<file path="src/hw/rtl/bpa_pkg.sv">
// Package for the buddy page allocator: default size, result codes, controller
// states and the command and status bundles between controller and datapath.
// Depends on nothing.
package bpa_pkg;

	localparam int DEF_NUM_PAGES = 4096;

	typedef enum logic [1:0] {
		STS_OK      = 2'd0,
		STS_NOSPACE = 2'd1,
		STS_BADFREE = 2'd2
	} status_t;

	typedef enum logic [3:0] {
		ST_INIT,
		ST_IDLE,
		ST_DECODE,
		ST_AL_ROOT,
		ST_AL_DESC,
		ST_FR_WALK,
		ST_MARK,
		ST_UP,
		ST_RESULT
	} state_t;

	typedef enum logic [2:0] {
		RD_NODE,
		RD_LEFT,
		RD_LEFT_NEXT,
		RD_PARENT,
		RD_SIB,
		RD_PSIB
	} rd_sel_t;

	typedef enum logic [1:0] {
		WR_NONE,
		WR_INIT,
		WR_MARK,
		WR_PARENT
	} wr_sel_t;

	typedef struct packed {
		rd_sel_t rd_sel;
		wr_sel_t wr_sel;
		logic    init_step;
		logic    load;
		logic    descend;
		logic    ascend;
		logic    set_status;
		status_t status_val;
		logic    res_load;
	} cmd_t;

	typedef struct packed {
		logic init_last;
		logic is_free;
		logic too_big;
		logic bad_page;
		logic root_short;
		logic at_want;
		logic desc_last;
		logic hit_zero;
		logic at_root;
		logic parent_root;
		logic out_free;
	} stat_t;

	// Size code of a request: ceil(log2(pages)) + 1, with zero pages taken as one.
	function automatic logic [3:0] want_code(input logic [12:0] pages);
		logic [12:0] m;
		logic [3:0]  lg;
		m  = (pages == 13'd0) ? 13'd0 : pages - 13'd1;
		lg = 4'd0;
		for (int i = 0; i < 13; i++) begin
			if (m[i]) begin
				lg = 4'(i + 1);
			end
		end
		return lg + 4'd1;
	endfunction

endpackage

</file>
<file path="src/hw/rtl/bpa_ctrl.sv">
// Controller of the buddy page allocator: sequences the clearing pass, the
// tree walks and the result hand-off. Depends on bpa_pkg.
module bpa_ctrl (
	input  logic           clk,
	input  logic           arst_n,
	input  logic           req_valid,
	output logic           req_stall,
	input  bpa_pkg::stat_t st,
	output bpa_pkg::cmd_t  cmd
);

	bpa_pkg::state_t state_q;
	bpa_pkg::state_t state_nx;

	always_ff @(posedge clk or negedge arst_n) begin
		if (!arst_n) begin
			state_q <= bpa_pkg::ST_INIT;
		end else begin
			state_q <= state_nx;
		end
	end

	assign req_stall = (state_q != bpa_pkg::ST_IDLE);

	always_comb begin
		state_nx       = state_q;
		cmd            = '0;
		cmd.rd_sel     = bpa_pkg::RD_NODE;
		cmd.wr_sel     = bpa_pkg::WR_NONE;
		cmd.status_val = bpa_pkg::STS_OK;
		unique case (state_q)
			bpa_pkg::ST_INIT: begin
				cmd.wr_sel    = bpa_pkg::WR_INIT;
				cmd.init_step = 1'b1;
				if (st.init_last) begin
					state_nx = bpa_pkg::ST_IDLE;
				end
			end
			bpa_pkg::ST_IDLE: begin
				if (req_valid) begin
					cmd.load = 1'b1;
					state_nx = bpa_pkg::ST_DECODE;
				end
			end
			bpa_pkg::ST_DECODE: begin
				if (!st.is_free) begin
					if (st.too_big) begin
						cmd.set_status = 1'b1;
						cmd.status_val = bpa_pkg::STS_NOSPACE;
						state_nx       = bpa_pkg::ST_RESULT;
					end else begin
						state_nx = bpa_pkg::ST_AL_ROOT;
					end
				end else begin
					if (st.bad_page) begin
						cmd.set_status = 1'b1;
						cmd.status_val = bpa_pkg::STS_BADFREE;
						state_nx       = bpa_pkg::ST_RESULT;
					end else begin
						state_nx = bpa_pkg::ST_FR_WALK;
					end
				end
			end
			bpa_pkg::ST_AL_ROOT: begin
				if (st.root_short) begin
					cmd.set_status = 1'b1;
					cmd.status_val = bpa_pkg::STS_NOSPACE;
					state_nx       = bpa_pkg::ST_RESULT;
				end else if (st.at_want) begin
					state_nx = bpa_pkg::ST_MARK;
				end else begin
					cmd.rd_sel = bpa_pkg::RD_LEFT;
					state_nx   = bpa_pkg::ST_AL_DESC;
				end
			end
			bpa_pkg::ST_AL_DESC: begin
				cmd.descend = 1'b1;
				if (st.desc_last) begin
					state_nx = bpa_pkg::ST_MARK;
				end else begin
					cmd.rd_sel = bpa_pkg::RD_LEFT_NEXT;
				end
			end
			bpa_pkg::ST_FR_WALK: begin
				if (st.hit_zero) begin
					state_nx = bpa_pkg::ST_MARK;
				end else if (st.at_root) begin
					cmd.set_status = 1'b1;
					cmd.status_val = bpa_pkg::STS_BADFREE;
					state_nx       = bpa_pkg::ST_RESULT;
				end else begin
					cmd.ascend = 1'b1;
					cmd.rd_sel = bpa_pkg::RD_PARENT;
				end
			end
			bpa_pkg::ST_MARK: begin
				cmd.wr_sel     = bpa_pkg::WR_MARK;
				cmd.set_status = 1'b1;
				cmd.status_val = bpa_pkg::STS_OK;
				if (st.at_root) begin
					state_nx = bpa_pkg::ST_RESULT;
				end else begin
					cmd.rd_sel = bpa_pkg::RD_SIB;
					state_nx   = bpa_pkg::ST_UP;
				end
			end
			bpa_pkg::ST_UP: begin
				cmd.wr_sel = bpa_pkg::WR_PARENT;
				if (st.parent_root) begin
					state_nx = bpa_pkg::ST_RESULT;
				end else begin
					cmd.rd_sel = bpa_pkg::RD_PSIB;
				end
			end
			bpa_pkg::ST_RESULT: begin
				if (st.out_free) begin
					cmd.res_load = 1'b1;
					state_nx     = bpa_pkg::ST_IDLE;
				end
			end
			default: begin
				state_nx = bpa_pkg::ST_INIT;
			end
		endcase
	end

endmodule

</file>
<file path="config.mk">
export PLATFORM = sky130hd
export DESIGN_NAME = bpa_ctrl
export DESIGN_NICKNAME = d
export VERILOG_FILES = /design/src/hw/rtl/bpa_pkg.sv /design/src/hw/rtl/bpa_ctrl.sv
export SDC_FILE = /design/constraint.sdc
export NUM_CORES = 1
export LEC_CHECK = 0
export BUFFER_PORTS_ARGS = -buffer_cell sky130_fd_sc_hd__buf_2
export CELL_PAD_IN_SITES_DETAIL_PLACEMENT = 1
export CELL_PAD_IN_SITES_GLOBAL_PLACEMENT = 1
export CORE_MARGIN = 1.5
export CORE_UTILIZATION = 25
export CTS_CLUSTER_SIZE = 16
export DETAILED_ROUTE_END_ITERATION = 7
export PLACE_DENSITY = 0.71
export SLEW_MARGIN = 10
export SYNTH_ARGS = -nofsm -noshare
export SYNTH_HDL_FRONTEND = slang
export SYNTH_SLANG_ARGS = --single-unit
</file>
<file path="constraint.sdc">
create_clock -name clk -period 1.9 [get_ports clk]
set_input_delay 0.095 -clock clk [delete_from_list [all_inputs] [get_ports clk]]
set_output_delay 0.095 -clock clk [all_outputs]
set_load 0.03 [all_outputs]
</file>
### Word level (Yosys, flattened, before mapping)

Cells that the tools add are included.

| operators by class | value |
|---|---|
| multiplexer cells | 38 |
| reduce and logical (&&, ||, !) cells | 2 |
| equality and inequality tests | 15 |

Operators by type and width:

| operator | number |
|---|---|
| 4-bit 2-to-1 mux | 13 |
| 4-bit case mux with 9 select lines | 1 |
| 3-bit 2-to-1 mux | 7 |
| 4-bit by 3-bit == test with 1-bit output (second input constant) | 4 |
| 3-bit case mux with 5 select lines | 1 |
| 3-bit case mux with 4 select lines | 1 |
| 1-bit 2-to-1 mux | 10 |
| 2-bit inequality test (second input constant) | 5 |
| 4-bit by 2-bit == test with 1-bit output (second input constant) | 2 |
| 2-bit 2-to-1 mux | 4 |
| 2-bit case mux with 3 select lines | 1 |
| 6-bit AND reduction | 1 |
| 4-bit by 1-bit == test with 1-bit output (second input constant) | 1 |
| 4-bit == test (second input constant) | 1 |
| 4-bit logical NOT | 1 |
| 4-bit by 1-bit inequality test with 1-bit output (second input constant) | 1 |
| 3-bit inequality test (second input constant) | 1 |

| word-level totals | value |
|---|---|
| output and inout port bits | 14 |
| bits in registers | 4 |
| word-level logic and storage cells | 56 |
| input bits | 14 |

### Longest topological paths before layout

| depth | value |
|---|---|
| depth after elaboration | 3 |
| gate-level depth with buffers | 5 |
| mapped depth without buffers | 4 |

### Worst setup path before layout

Ideal clock, no wire load.

| timing | value |
|---|---|
| path type | register to output |
| from | register state_q[3] |
| to | output port cmd[11] (netlist bit) |
| stages on the path, launching flop included | 6 |
| arrival time | 1.737 ns |
| buffers on the path | 1 |
| required time | 1.805 ns |
| slack | 0.068 ns |
| cells stage by stage | dfrtp_1 -> buf_4 -> inv_1 -> nand2_1 -> nor3_1 -> a21o_1 |

RTL lines:

| item | RTL line | source |
|---|---|---|
| start: declaration | bpa_ctrl.sv:12 | `bpa_pkg::state_t state_q;` |
| start signal: assignment | bpa_ctrl.sv:17 | `state_q <= bpa_pkg::ST_INIT;` |
| start signal: assignment | bpa_ctrl.sv:19 | `state_q <= state_nx;` |
| end: declaration | bpa_ctrl.sv:9 | `output bpa_pkg::cmd_t cmd` |

==> reports/qor.yml <==
timing:
  slew_headroom_pct: 70.8
  fin_worst_skew_ns: 0.00403
  finalCriticalPeriod_ns: 1.81
  period_share_pct: 95.0
  hold_viol_final: 0
  rsz0062_at_grt: "false"
  maxSlewViolCount: 0
  fin_tns_setup_ns: 0
  clock.fmax_mhz: 554
  setup_violations: 0
  worstMarginPinSlew_ns: 0.433
route:
  ant_nets: 0
  routed_via_density: 5.18
  wirelength_mm: 1.81
  routedWlPerCell_um: 13.6
  vias: 689
  drcViolationCount: 0
  drtIter0Drc: 10
  dr.pass1.iters: 2
die:
  die_h_um: 50.0
  io_pins: 28
  rows: 16
  coreArea_mm2: 0.00202
  dieArea_mm2: 0.00250
  start_util_pct: 27.4
  die_x_um: 50.0
pwr:
  total_power_w: 0.00120
  vdd_drop_max_mv: 0.507
  powerDensity_mw_per_mm2: 1550
  p_leak_nw: 0.414
grt:
  grt_pass1_wl_mm: 2.95
  grt_busiest_layer: "met2"
  gr-usage-met3_pct: 2.42
  grt_max_degree: 14
  met1_usage_pct: 16.9
  use_met2_pct: 28.1
  track_usage_pct: 15.7
  antenna_found_initial: 0
  grt_overflow_total: 0
  first_global_vias: 663
min_path:
  hold_class: "input pin to flip-flop"
cts:
  postCtsSetupBuffers: 0
  numCtsBuffers: 3
  clk-insertion-delay-late_ns: 0.24
  cts.path.max_buffers: 2
  cts_tree: "done"
  clock_sinks: 4
  cts-root-buf: "clkbuf_4"
  clk_pin_slew_ns: 0.03
  htreeDepth: 1
logic_synthesis:
  synthCells: 75
  synth_area_leaders: "dfrtp_1, nor2_1, inv_1"
  syn_area_per_cell_um2: 7.37
  synth-seq-cells: 4
  ys.warnings.count: 0
  synth_nets: 89
  synth_top_area_share_pct: 18.1
  synth_area_um2: 553
  synth_top_area_cell: "dfrtp_1"
  ys_seq_area_share_pct: 18.1
  yosysUniqueCellTypes: 36
final_layout:
  final_cell_mix: "buf_2, nor2_1, inv_1, nand2_1, a21oi_1"
  drive_gt1_share_pct: 42.5
  largestRegisters: "state_q x4"
  fillCellCount: 272
  largest_reg_flops: 4
  layout_commonest_cell: "buf_2"
  multi_input_comb_area_um2: 395
  seqCellArea_um2: 103
  syn2layout_area_growth_pct: 39.8
  layout.nets: 122
  num_antenna_cells: 0
  top_register: "state_q"
worst_setup_path:
  criticalPathCategory: "flip-flop to output port"
  cp-end-kind: "output port"
  path_max_fanout: 7
  crit_arrival_ns: 1.71
  cp-start-kind: "flip-flop"
  cp_data_required_time_ns: 1.80
job:
  maxCapViolations: 0
outcome:
  status: "finished clean"
placed_design:
  io_buffers: 27
  gp_congestion: 0.823
  dp.final_hpwl_mm: 1.54
where the power goes:
group	total, W	internal [W]	switching, W	leakage, nW
Combinational	0.000909	0.000352	0.000556	0.352
Sequential	0.000181	0.000126	0.0000551	0.0485
Clock	0.000106	0.0000706	0.0000353	0.0138
Total	0.00120	0.000549	0.000646	0.414
synth_stat cells:
master and number:
nor2_1 8, inv_1 7, nand2_1 7, a21oi_1 5
dfrtp_1 4, a211o_1 2, a21o_1 2, a311oi_1 2
and3_1 2, buf_2 2, buf_4 2, mux2i_1 2
nand2b_1 2, nand3_1 2, nor3_1 2, nor3b_1 2
o21ai_1 2, o31ai_1 2, a21oi_2 1, a22oi_2 1
a31o_1 1, and2_1 1, and3b_1 1, buf_6 1
inv_2 1, mux2_4 1, nand3_2 1, nor2b_1 1
nor4_1 1, nor4_2 1, nor4bb_2 1, o21a_1 1
o21ai_0 1, o22ai_1 1, or3b_1 1, or3b_4 1
what timing repair did:
action                                  4_1_cts  5_1_grt
endpoints found under the setup margin        1        1
hold buffers                                  1        0
pin swaps                                     0        1
endpoints found under the hold margin         4        0
resized for setup                             1        4
metrics by stage:
step | instances | utilization, % | hold WS, ns | instance area [um^2] | setup slack, ns
2_1_floorplan | 75 | - | -0.201 | 553 | 0.0682
5_1_grt | 133 | 38.2 | 0.0887 | 773 | 0.00997
6_report | 133 | 38.2 | 0.0931 | 773 | 0.0942
4_1_cts | 133 | 37.4 | 0.0890 | 757 | 0.00117
3_5_place_dp | 129 | 35.8 | -0.0942 | 723 | 0.240
3_3_place_gp | 129 | 35.8 | -0.0941 | 723 | 0.293
layout make-up:
class | instances | area share, %
Tap cell | 27 | 4.37
Multi-Input combinational cell | 58 | 51.1
Sequential cell | 4 | 13.3
Timing Repair Buffer | 33 | 24.4
Clock buffer | 3 | 2.91
Inverter | 8 | 3.88
cell families (layout without fill, tap and decap cells):
kind of cell	count (synthesis)	in the layout	share of synthesized area, %
AOI/OAI and AO/OA	21	21	26.9
buffers and inverters	13	44	12.0
muxes	3	3	6.33
DFF	4	4	18.1
and+or+nand+nor	34	34	36.7
final timing paths:
path,startpoint,to,slack [ns],depth (start not counted)
max in group asynchronous,arst_n,state_q[2],1.57,2
min reg2reg,state_q[2],state_q[1],0.61,2
max,state_q[2],cmd[3],0.09,5
min,st[0],state_q[3],0.09,2
min in group asynchronous,arst_n,state_q[0],0.19,2
max reg2reg,state_q[1],state_q[0],0.28,4
worst max-delay path, cell delays in order (launching register included):
cell and delay (ns):
dfrtp_2 0.43, or3b_4 0.45, nor4_4 0.17, a31o_1 0.15, a211o_1 0.10, clkbuf_4 0.18
layer usage:
metal | vias to the layer above | routed length [um]
li1 | 332 | -
met1 | 330 | 755
met2 | 22 | 932
met3 | 5 | 80
met4 | 0 | 43
met5 | - | 0
No activity file was read; power rests on OpenSTA's default activity.
